<file path="src/hdl/assert_macros.svh">
// ----------------------------------------------------------------------------
// assert_macros.svh
// Concurrent assertion helpers shared by the RTL; NO_ASSERTIONS drops them.
// ----------------------------------------------------------------------------
`ifndef ASSERT_MACROS_SVH
`define ASSERT_MACROS_SVH
`ifndef NO_ASSERTIONS
// same-cycle implication
`define ASSERT_IMPL(label, clk, rst_n, ante, cons) \
    label: assert property (@(posedge clk) disable iff (!rst_n) (ante) |-> (cons)) \
        else $error("assertion failed");
// next-cycle implication
`define ASSERT_NEXT(label, clk, rst_n, ante, cons) \
    label: assert property (@(posedge clk) disable iff (!rst_n) (ante) |=> (cons)) \
        else $error("assertion failed");
`else
`define ASSERT_IMPL(label, clk, rst_n, ante, cons)
`define ASSERT_NEXT(label, clk, rst_n, ante, cons)
`endif
`endif

</file>
<file path="src/hdl/bta_pkg.sv">
// ----------------------------------------------------------------------------
// bta_pkg
// Trit encoding, operation codes and per-trit helper functions.
// ----------------------------------------------------------------------------
package bta_pkg;

    // one trit as a signed pair: 00 zero, 01 plus one, 11 minus one
    typedef logic signed [1:0] trit_t;

    localparam trit_t T_ZERO = 2'sb00;
    localparam trit_t T_POS  = 2'sb01;
    localparam trit_t T_NEG  = 2'sb11;

    // operation codes
    localparam logic [4:0] K_ADD  = 5'd0;
    localparam logic [4:0] K_SUB  = 5'd1;
    localparam logic [4:0] K_XOR  = 5'd2;
    localparam logic [4:0] K_XOR1 = 5'd3;
    localparam logic [4:0] K_XORT = 5'd4;
    localparam logic [4:0] K_OR   = 5'd5;
    localparam logic [4:0] K_OR1  = 5'd6;
    localparam logic [4:0] K_ORT  = 5'd7;
    localparam logic [4:0] K_AND  = 5'd8;
    localparam logic [4:0] K_AND1 = 5'd9;
    localparam logic [4:0] K_ANDT = 5'd10;
    localparam logic [4:0] K_SLL  = 5'd11;
    localparam logic [4:0] K_SRL  = 5'd12;
    localparam logic [4:0] K_SEQ  = 5'd13;
    localparam logic [4:0] K_SNE  = 5'd14;
    localparam logic [4:0] K_SLT  = 5'd15;
    localparam logic [4:0] K_MUL  = 5'd16;
    localparam logic [4:0] K_MULH = 5'd17;

    // low trits that hold any shift amount up to the clamp limit
    localparam int SHAMT_TRITS = 4;
    // width of a signed shift amount
    localparam int SHAMT_W = 7;

    // map the unused code 10 to zero
    function automatic trit_t trit_norm(logic [1:0] code);
        return trit_t'({code[1] & code[0], code[0]});
    endfunction

    // full add of three trits: returns {carry, sum}
    function automatic logic [3:0] trit_fa(trit_t x, trit_t y, trit_t c);
        logic signed [2:0] s;
        s = {x[1], x} + {y[1], y} + {c[1], c};
        if (s > 3'sd1)
            return {T_POS, 2'(s - 3'sd3)};
        else if (s < -3'sd1)
            return {T_NEG, 2'(s + 3'sd3)};
        else
            return {T_ZERO, 2'(s)};
    endfunction

    function automatic trit_t trit_mul(trit_t x, trit_t y);
        if (x == T_ZERO || y == T_ZERO)
            return T_ZERO;
        else if (x == y)
            return T_POS;
        else
            return T_NEG;
    endfunction

    // priority chain: hi wins, then mid, else lo
    function automatic trit_t trit_chain(trit_t lo, trit_t mid, trit_t hi,
                                         trit_t x, trit_t y);
        if (x == hi || y == hi)
            return hi;
        else if (x == mid || y == mid)
            return mid;
        else
            return lo;
    endfunction

    function automatic trit_t trit_logic(logic [4:0] k, trit_t x, trit_t y);
        trit_t r;
        r = T_ZERO;
        case (k)
            K_XOR:
            begin
                if (x == T_ZERO)
                    r = y;
                else if (y == T_ZERO)
                    r = x;
                else if (x == y)
                    r = -x;
                else
                    r = T_ZERO;
            end
            K_XOR1, K_XORT:
            begin
                if (x == T_ZERO)
                    r = y;
                else if (y == T_ZERO)
                    r = x;
                else if (x == y)
                    r = T_ZERO;
                else
                    r = (k == K_XOR1) ? T_POS : T_NEG;
            end
            K_OR:    r = trit_chain(T_NEG, T_ZERO, T_POS, x, y);
            K_OR1:   r = trit_chain(T_ZERO, T_NEG, T_POS, x, y);
            K_ORT:   r = trit_chain(T_ZERO, T_POS, T_NEG, x, y);
            K_AND:   r = trit_chain(T_POS, T_ZERO, T_NEG, x, y);
            K_AND1:  r = trit_chain(T_POS, T_NEG, T_ZERO, x, y);
            default: r = trit_chain(T_NEG, T_POS, T_ZERO, x, y);
        endcase
        return r;
    endfunction

endpackage

</file>
<file path="src/hdl/bta_tadd.sv">
// ----------------------------------------------------------------------------
// bta_tadd
// Ripple adder over packed balanced-ternary words; the final carry drops.
// ----------------------------------------------------------------------------
module bta_tadd #(
    parameter int TRITS = 18
) (
    input  logic [2*TRITS-1:0] x,
    input  logic [2*TRITS-1:0] y,
    output logic [2*TRITS-1:0] sum
);

    // ripple the carry from trit 0 upward
    always_comb
    begin
        bta_pkg::trit_t carry;
        logic [3:0]     fa;
        carry = bta_pkg::T_ZERO;
        sum   = '0;
        for (int i = 0; i < TRITS; i++)
        begin
            fa = bta_pkg::trit_fa(bta_pkg::trit_t'(x[2*i +: 2]),
                                  bta_pkg::trit_t'(y[2*i +: 2]), carry);
            sum[2*i +: 2] = fa[1:0];
            carry         = bta_pkg::trit_t'(fa[3:2]);
        end
    end

endmodule

</file>
<file path="config.mk">
export PLATFORM = sky130hd
export DESIGN_NAME = bta_tadd
export DESIGN_NICKNAME = d
export VERILOG_FILES = /design/src/hdl/assert_macros.svh /design/src/hdl/bta_pkg.sv /design/src/hdl/bta_tadd.sv
export SDC_FILE = /design/constraint.sdc
export NUM_CORES = 1
export LEC_CHECK = 0
export ABC_CLOCK_PERIOD_IN_PS = 29900
export BUFFER_PORTS_ARGS = -buffer_cell sky130_fd_sc_hd__buf_2
export CAP_MARGIN = 20
export CORE_ASPECT_RATIO = 0.8
export CORE_MARGIN = 1.5
export CORE_UTILIZATION = 46
export DETAILED_ROUTE_END_ITERATION = 6
export PLACE_DENSITY_LB_ADDON = 0.1
export SYNTH_ARGS = -nofsm -noshare
export SYNTH_HDL_FRONTEND = slang
export SYNTH_SLANG_ARGS = --single-unit
</file>
<file path="constraint.sdc">
create_clock -name vclk -period 29.9
set_input_delay 2.99 -clock vclk [all_inputs]
set_output_delay 2.99 -clock vclk [all_outputs]
set_load 0.01 [all_outputs]
</file>
# == Word-level counts from Yosys, hierarchy flattened ==
# Index checks and enable logic that the tools add are counted.
# word_totals
ff_bits,0
in_bits,72
# op_classes
n_addsub,71
order_cmp,36
muxes,36
# op_table
cell,count
$mux 4,34
$add 2x2->3,18
$gt 3x2->1 const B,18
$lt 3x1->1 const B,18
$add 3x3->3,17
$add 2x1->2 const B,18
$sub 2x1->2 const B,18
$mux 2,2

# == Depth between registers and ports, before layout ==
# Gate-level depths: netlist of the first run.
# logic_depth
ltp_word,72
ltp_mapped,103

# == Worst setup path after synthesis of the first run ==
# No wires, ideal clock.
# synth_path
path_kind,input to output
startpoint,input port y[0]
endpoint,output port sum[35]
arrival_time_ps,25786
slack_ps,1124
cell_stages,90
cell_sequence,ha_1 fa_1 a21o_1 fa_1 inv_1 ha_1 xor3_2 mux2_2 fa_1 ha_1 xor3_2 mux2_2 fa_1 ha_1 xnor2_1 xnor2_1 mux2_2 fa_1 (+54 left out) inv_1 ha_1 inv_1 ha_1 o31a_1 fa_1 inv_1 ha_1 xor3_2 o21ai_0 o31ai_1 fa_1 ha_1 inv_1 ha_1 nand2_1 and3_1 a31oi_1
# synth_between
elab_chain_cells,72
word_cells_on_any_way,92
cone_classes,add/sub (20); order compare (36); mux (36)
# synth_lines
element,line_no,rtl
from (decl),bta_tadd.sv:9,"input logic [2*TRITS-1:0] y,"
$add 2x2->3 *,bta_pkg.sv:47,"s = {x[1], x} + {y[1], y} + {c[1], c};"
$lt 3x1->1,bta_pkg.sv:50,else if (s < -3'sd1)
$mux 4,bta_pkg.sv:50,
$mux 4 *,bta_pkg.sv:48,if (s > 3'sd1)
$add 3x3->3 *,bta_pkg.sv:47,
$lt 3x1->1,bta_pkg.sv:50,
$mux 4,bta_pkg.sv:50,
$mux 4 *,bta_pkg.sv:48,
(+56 left out),--,
$add 3x3->3 *,bta_pkg.sv:47,
$lt 3x1->1,bta_pkg.sv:50,
$mux 4,bta_pkg.sv:50,
$mux 4 *,bta_pkg.sv:48,
$add 3x3->3 *,bta_pkg.sv:47,
$lt 3x1->1 or $add 2x1->2 (tied branches),"bta_pkg.sv:50, bta_pkg.sv:51",
$mux 2,bta_pkg.sv:50,
$mux 2 *,bta_pkg.sv:48,
to (decl),bta_tadd.sv:10,output logic [2*TRITS-1:0] sum
# Every way passes the cells marked *; elsewhere a longest branch is shown, timed or not.

# == Final worst setup path of the first run ==
# Same ends and word-level chain as after synthesis.

==> run metrics, run 1 <==
hold_sp=x[18]; post-route setup TNS=0 ns; synthesized area per cell=8.135 µm²; status=finished, final reports clean; FFs & Latches=0; core area=6037 µm²; fin nets=621; pin count of the biggest net entering global routing=8; die area=6875 µm²; chip width=92.33 µm; Mapped Area=2937 µm²; startpoint types=input pin; fin crit share=96.81%; Initial Utilization=48.64%; Max Freq=0.03455 GHz; Post-DP HPWL=5231 µm; critical path class=input pin to output pin; vias in the first global route=2438; initial antenna violation count=0; Crit path required time=26.91 ns; Area Overhead vs Synth=28.93%; Fill cells=563; minimum clock period=28.95 ns; register area share after synthesis=0%; Remaining DRCs=0; Final Hold Vio Count=0; Hold WC Path Type=input pin to output pin; # Max-Cap Violations=0; synth unique cells=35; first-pass GRT wire length=9991 µm; vias after detailed routing=2698; Synth warnings=0; critical path's slowest cell=fa_1; DR vias/cell=4.767; Iteration-0 DRC Markers=90; Slew HR=76.97%; top-area cell type share of the netlist area=24.54%; placed cell count=557; Reg area=0 µm²; post-route ant nets=0; Row Count=25; Crit path max-delay family=adder cells; buffers and inverters on the worst path=16; syn_nets=495; crit path DAT=25.96 ns; largest fanout on the critical path=6; clock buf count=0; Yosys top cell by area=fa_1; Post-Route WL=5959 µm; final setup violation count=0; final non-filler cell total=566; Port Buffer Count=108; Cells after Synth=361; Area contributors post-synth=fa_1 (25%), inv_1 (13%), ha_1 (11%), xor3_2 (7.7%), mux2_2 (3.8%); gr usage total=17.30%; Max Slew Vio Count=0; post-layout util=62.71%; DRT Pass-1 Iters=4; Worst Setup End Kind=output pin; die height=74.47 µm; Least-Margin Pin Slew=0.3412 ns; CP peak stage delay=0.54 ns; Inserted Diodes=0; WHS Path Cells=6; routed length per instance=10.53 µm; grt total ovfl=0; WHS Endpoint=sum[19]; share of cells above drive strength 1=33.40%; Placer Congestion=0.8081; cell mode on critical path=fa_1; hold_ws=6.603 ns; Top Ports=108
==> per-layer routing <==
layer	GRT usage [%]	share of wire, %	vias to the layer above
met3	0.9202	5.0	0
li1	-	-	1417
met1	25.32	48	1214
met4	0.3419	0	0
met5	0	0	-
met2	30.23	47	67
==> area by class of cell <==
cell class,count,area (µm²),share of cell area [%]
multi-input combinational,259,2641,69.76
timing repair buffer,124,660.6,17.45
inverter,102,382.9,10.11
tap,81,101.3,2.677
==> cell usage after synthesis (2+ instances only) <==
master and count:
nor2b_1 12, nor2_1 23, xnor2_1 9, nand3_1 2, o311a_1 5, mux2i_1 11, o21ai_0 19, a31oi_1 2
a21oi_1 18, a21o_1 2, xor2_1 4, a22o_1 4, inv_1 102, nand2_1 25, xnor3_1 2, nand2b_1 3
o22ai_1 5, xor3_1 3, fa_1 36, o22a_1 2, a311o_1 2, o31a_1 4, ha_1 26, nor3_1 3
and2_1 5, mux2_2 10, a21boi_0 6, xor3_2 9
==> placed cells by master, fill, tap and decap left out, types with 4 or more instances in the layout <==
master    instances
nor2_1           23
xnor2_1           6
buf_4            16
a21boi_0          6
o22ai_1           5
and2_1            5
mux2_2           10
ha_2              7
inv_1           102
o21ai_0          15
nand2_1          25
fa_1             33
buf_2           108
a22o_1            4
nor2b_1          12
o31a_1            4
a21oi_1          18
o311a_1           5
ha_1             18
xor3_2           11
mux2i_1          11
==> cells by family (layout without fill, tap and decap cells) <==
group / count (synthesis) / count (layout) / synth area share, %
xor+xnor: 27 / 27 / 15.51
fa+ha+maj: 62 / 62 / 35.62
compound gates: 74 / 74 / 16.57
simple gates: 75 / 75 / 11.67
buf+inv: 102 / 226 / 13.04
mux: 21 / 21 / 7.584
==> repair_timing <==
action                     CTS  global route
buffers inserted             0             9
setup endpoints to repair    0             3
hold buffers                 0             0
gates resized for setup      0            24
==> how the worst max path moves through the flow <==
| stage | start | to | slack, ns | cells after the start |
|---|---|---|---|---|
| 5_1_grt | y[0] | sum[35] | -0.04 | 92 |
| 4_1_cts | y[0] | sum[35] | 0.01 | 91 |
| 2_1_floorplan | y[0] | sum[35] | 1.12 | 90 |
| 3_3_place_gp | y[0] | sum[35] | 0.46 | 94 |
| 3_5_place_dp | y[0] | sum[35] | 0.04 | 92 |
| 6_report | y[0] | sum[35] | 0.95 | 92 |
==> through the flow <==
step,setup slack (ns),area (µm²)
final,0.9548,3786
after global routing,-0.03806,3786
after global placement,0.4602,3631
after CTS,0.01053,3631
after detailed placement,0.03677,3631
after floorplan,1.124,2937
Power of run 1 is left out: the tool's default activity adds up to more than one toggle a clock period on the data nets, which glitch-free logic cannot reach.
==> inputs of run 2 (changes only) <==
--- a/config.mk
+++ b/config.mk
@@ -5,13 +5,13 @@
 export SDC_FILE = /design/constraint.sdc
 export NUM_CORES = 1
 export LEC_CHECK = 0
-export ABC_CLOCK_PERIOD_IN_PS = 29900
 export BUFFER_PORTS_ARGS = -buffer_cell sky130_fd_sc_hd__buf_2
 export CAP_MARGIN = 20
 export CORE_ASPECT_RATIO = 0.8
 export CORE_MARGIN = 1.5
 export CORE_UTILIZATION = 46
 export DETAILED_ROUTE_END_ITERATION = 6
+export GPL_TIMING_DRIVEN = 0
 export PLACE_DENSITY_LB_ADDON = 0.1
 export SYNTH_ARGS = -nofsm -noshare
 export SYNTH_HDL_FRONTEND = slang
==> run 2 against run 1 <==
- final cell count fell by 1.2%
- wire length decreased by 1.4%
- worst hold slack worse by 0.012 ns
- first-iteration DRC count down 36%
- via count fell by 0.85%
- non-clock buffer count fell by 7
==> run metrics, run 2 (synthesized netlist as in run 1, its figures left out) <==
Inserted Diodes=0 (unchanged); critical path's slowest cell=fa_1 (unchanged); Worst Setup End Kind=output pin (unchanged); largest fanout on the critical path=6 (unchanged); die area=6875 µm² (unchanged); gr usage total=16.50% (was 17.30%); FFs & Latches=0 (unchanged); clock buf count=0 (unchanged); post-route setup TNS=0 ns (unchanged); # Max-Cap Violations=0 (unchanged); vias after detailed routing=2675 (was 2698); Least-Margin Pin Slew=0.2980 ns (was 0.3412 ns); Post-Route WL=5874 µm (was 5959 µm); multi-input logic area=2709 µm² (was 2641 µm²); CP peak stage delay=0.54 ns (about the same); core area=6037 µm² (unchanged); final non-filler cell total=559 (was 566); pin count of the biggest net entering global routing=8 (unchanged); status=finished, final reports clean (unchanged); Top Ports=108 (unchanged); WHS Path Cells=4 (was 6); Initial Utilization=48.64% (unchanged); Final Hold Vio Count=0 (unchanged); minimum clock period=28.85 ns (was 28.95 ns); share of cells above drive strength 1=34.10% (was 33.40%); Post-DP HPWL=5047 µm (was 5231 µm); most common cell after layout, fill and taps aside=buf_2 (unchanged); startpoint types=input pin (unchanged); initial antenna violation count=0 (unchanged); most frequent cells in the layout=buf_2 (108), inv_1 (101), fa_1 (33) (was buf_2 (108), inv_1 (102), fa_1 (33)); fin crit share=96.48% (was 96.81%); cell mode on critical path=fa_1 (unchanged); hold_sp=x[1] (was x[18]); Iteration-0 DRC Markers=58 (was 90); Area Overhead vs Synth=29.44% (was 28.93%); Remaining DRCs=0 (unchanged); routed length per instance=10.51 µm (was 10.53 µm); DRT Pass-1 Iters=4 (unchanged); WHS Endpoint=sum[1] (was sum[19]); die height=74.47 µm (unchanged); Crit path max-delay family=adder cells (unchanged); crit path DAT=25.86 ns (was 25.96 ns); grt total ovfl=0 (unchanged); chip width=92.33 µm (unchanged); Reg area=0 µm² (unchanged); Max Freq=0.03467 GHz (was 0.03455 GHz); fin nets=614 (was 621); RSZ-0062 raised after global routing=false; Fill cells=555 (was 563); cts-stage hold buffer count=0 (unchanged); final setup violation count=0 (unchanged); placed cell count=550 (was 557); Crit path required time=26.91 ns (about the same); DR vias/cell=4.785 (was 4.767); Placer Congestion=0.7618 (was 0.8081); buffers and inverters on the worst path=16 (unchanged); first-pass GRT wire length=9618 µm (was 9991 µm); Slew HR=79.88% (was 76.97%); Row Count=25 (unchanged); Hold WC Path Type=input pin to output pin (unchanged); Max Slew Vio Count=0 (unchanged); vias in the first global route=2322 (was 2438); Port Buffer Count=108 (unchanged); critical path class=input pin to output pin (unchanged); post-route ant nets=0 (unchanged)
## run 2: cell types whose count changed in the layout (fill, tap and decap cells not counted), moves of 2 or more
cell	delta
ha_4	+5
xnor2_1	-2
xnor2_2	+2
ha_1	-2
ha_2	-3
o21ai_1	-2
buf_4	-7
## run 2: cell type report
cell class,instances,share of cell area (%)
timing repair buffer,117,16.00
multi-input combinational,259,71.26
tap,81,2.666
inverter,102,10.07
## run 2: what timing repair did
action / CTS / global route
setup endpoints to repair: 2 / 2
pin swaps: 2 / 12
resized for setup: 13 / 17
setup buffers: 2 / 7
## run 2: worst max-delay path by stage
stage | slack, ns | cells after the start | endpoint | from
after floorplan | 1.12 | 90 | sum[35] | y[0]
after global placement | -0.21 | 92 | sum[35] | y[0]
after detailed placement | -0.69 | 92 | sum[35] | y[0]
after CTS | 0.02 | 92 | sum[35] | y[0]
after global routing | 0.07 | 94 | sum[35] | y[0]
final | 1.05 | 93 | sum[35] | y[0]
## run 2: metrics by stage
stage	hold WS (ns)	worst slack, ns	cell area [µm²]	utilization (%)
finish	6.591	1.053	3801	62.96
CTS	6.601	0.01792	3659	60.60
detailed placement	6.597	-0.6912	3578	59.27
floorplan	6.367	1.124	2937	-
global placement	6.587	-0.2124	3578	59.27
global route	6.621	0.07147	3801	62.96
## run 2: layer usage
metal | track usage [%] | up-vias | share of wire, %
met2 | 29.08 | 62 | 47
met3 | 0.7157 | 2 | 4.2
li1 | - | 1404 | -
met5 | 0 | - | 0
met4 | 0.8547 | 0 | 0.48
met1 | 23.81 | 1207 | 48
Power of run 2 is left out for the same reason.
==> inputs of run 3 (changes only) <==
==> constraint.sdc (replaced) <==
create_clock -name vclk -period 36.6
set_input_delay 1.83 -clock vclk [all_inputs]
set_output_delay 1.83 -clock vclk [all_outputs]
set_load 0.01 [all_outputs]
==> run 3 against run 2 <==
- worst hold slack worse by 2.3 ns
- via count shrank 2.8%
- global-route usage shrank 0.25 points
- first-iteration DRC count increased by 88%
- core utilization shrank 3.7 points
- non-clock buffer count is 9 lower
- worst setup slack improved by 7.4 ns
- die area is the same
- final cell count fell by 1.6%
- count of clock-buffer cells in the layout stayed put
- highest routed layer unchanged
==> run metrics, run 3 (synthesized netlist as in run 1, its figures left out) <==
buffers and inverters on the worst path=14 (was 16); Least-Margin Pin Slew=0.4356 ns (was 0.2980 ns); Iteration-0 DRC Markers=109 (was 58); FFs & Latches=0 (unchanged); Critical path origin=y[0] (unchanged); GR Util met2=28.51% (was 29.08%); final setup violation count=0 (unchanged); initial antenna violation count=0 (unchanged); multi-input logic area=2554 µm² (was 2709 µm²); Max Slew Vio Count=0 (unchanged); clock buf count=0 (unchanged); gr usage total=16.25% (was 16.50%); largest fanout on the critical path=7 (was 6); critical path class=input pin to output pin (unchanged); share of cells above drive strength 1=27.08% (was 34.10%); # Max-Cap Violations=0 (unchanged); post-route setup TNS=0 ns (unchanged); first-pass GRT wire length=9480 µm (was 9618 µm); Initial Utilization=48.64% (unchanged); vias in the first global route=2287 (was 2322); placed cell count=550 (unchanged); Reg area=0 µm² (unchanged); post-layout util=59.27% (was 62.96%); vias after detailed routing=2599 (was 2675); minimum clock period=28.18 ns; Slew HR=70.75% (was 79.88%); Worst Setup End Kind=output pin (unchanged); status=finished, final reports clean (unchanged); Post-DP HPWL=5047 µm (unchanged); chip width=92.33 µm (unchanged); Inserted Diodes=0 (unchanged); RSZ-0062 raised after global routing=false (unchanged); min setup slack post-route=8.420 ns (was 1.053 ns); die height=74.47 µm (unchanged); Row Count=25 (unchanged); Area Overhead vs Synth=21.86% (was 29.44%); crit path DAT=26.35 ns (was 25.86 ns); DP Worst Slack=8.329 ns (was -0.6912 ns); routed length per instance=10.13 µm (was 10.51 µm); Final Hold Vio Count=0 (unchanged); Crit path required time=34.77 ns (was 26.91 ns); final non-filler cell total=550 (was 559); Remaining DRCs=0 (unchanged); Max Freq=0.03549 GHz; Top Ports=108 (unchanged); Crit path max-delay family=adder cells (unchanged); CTS resizes=0 (was 13); core area=6037 µm² (unchanged); fin crit share=77.00%; met1 usage=23.59% (was 23.81%); CP peak stage delay=0.57 ns (was 0.54 ns); grt met3 use=0.7157% (unchanged); Crit path depth=92 (was 93); grt total ovfl=0 (unchanged); Placer Congestion=0.7618 (unchanged); Post-Route WL=5573 µm (was 5874 µm); fin nets=605 (was 614); most frequent cells in the layout=buf_2 (108), inv_1 (102), fa_1 (36) (was buf_2 (108), inv_1 (101), fa_1 (33)); most common cell after layout, fill and taps aside=buf_2 (unchanged); pin count of the biggest net entering global routing=8 (unchanged); Setup crit end=sum[35] (unchanged); critical path's slowest cell=fa_1 (unchanged); Hold WC Path Type=input pin to output pin (unchanged); DRT Pass-1 Iters=4 (unchanged); Port Buffer Count=108 (unchanged); startpoint types=input pin (unchanged); cell mode on critical path=ha_1 (was fa_1); DR vias/cell=4.725 (was 4.785); die area=6875 µm² (unchanged); cts-stage hold buffer count=0 (unchanged); Fill cells=574 (was 555); post-route ant nets=0 (unchanged); global routing's busiest layer=met2 (unchanged); # Post-CTS Setup Buffers=0 (was 2)
[run 3: changes by cell type in the layout (fill, tap and decap cells not counted), sizes merged]
| cell | before | now |
|---|---|---|
| buf | 117 | 108 |
[run 3: metal layers]
metal	wire (µm)	share of wire, %
met1	2799	50
met2	2535	45
met3	209	3.8
met4	28	0.50
met5	0	0
[run 3: worst min-delay path by stage]
stage	depth (start not counted)	endpoint	start
finish	6	sum[19]	x[18]
global route	5	sum[15]	x[14]
CTS	5	sum[15]	x[14]
detailed placement	5	sum[15]	x[14]
global placement	5	sum[15]	x[14]
floorplan	3	sum[15]	x[14]
[run 3: area by class of cell]
type | count | area share (%)
multi-input combinational | 259 | 71.36
tap | 81 | 2.832
timing repair buffer | 108 | 15.10
inverter | 102 | 10.70
[run 3: metrics by stage]
step / cell area, µm² / hold WS, ns
after global routing: 3578 / 4.349
after floorplan: 2937 / 4.047
after detailed placement: 3578 / 4.277
after global placement: 3578 / 4.267
after CTS: 3578 / 4.281
final: 3578 / 4.280
Power of run 3 is left out for the same reason.
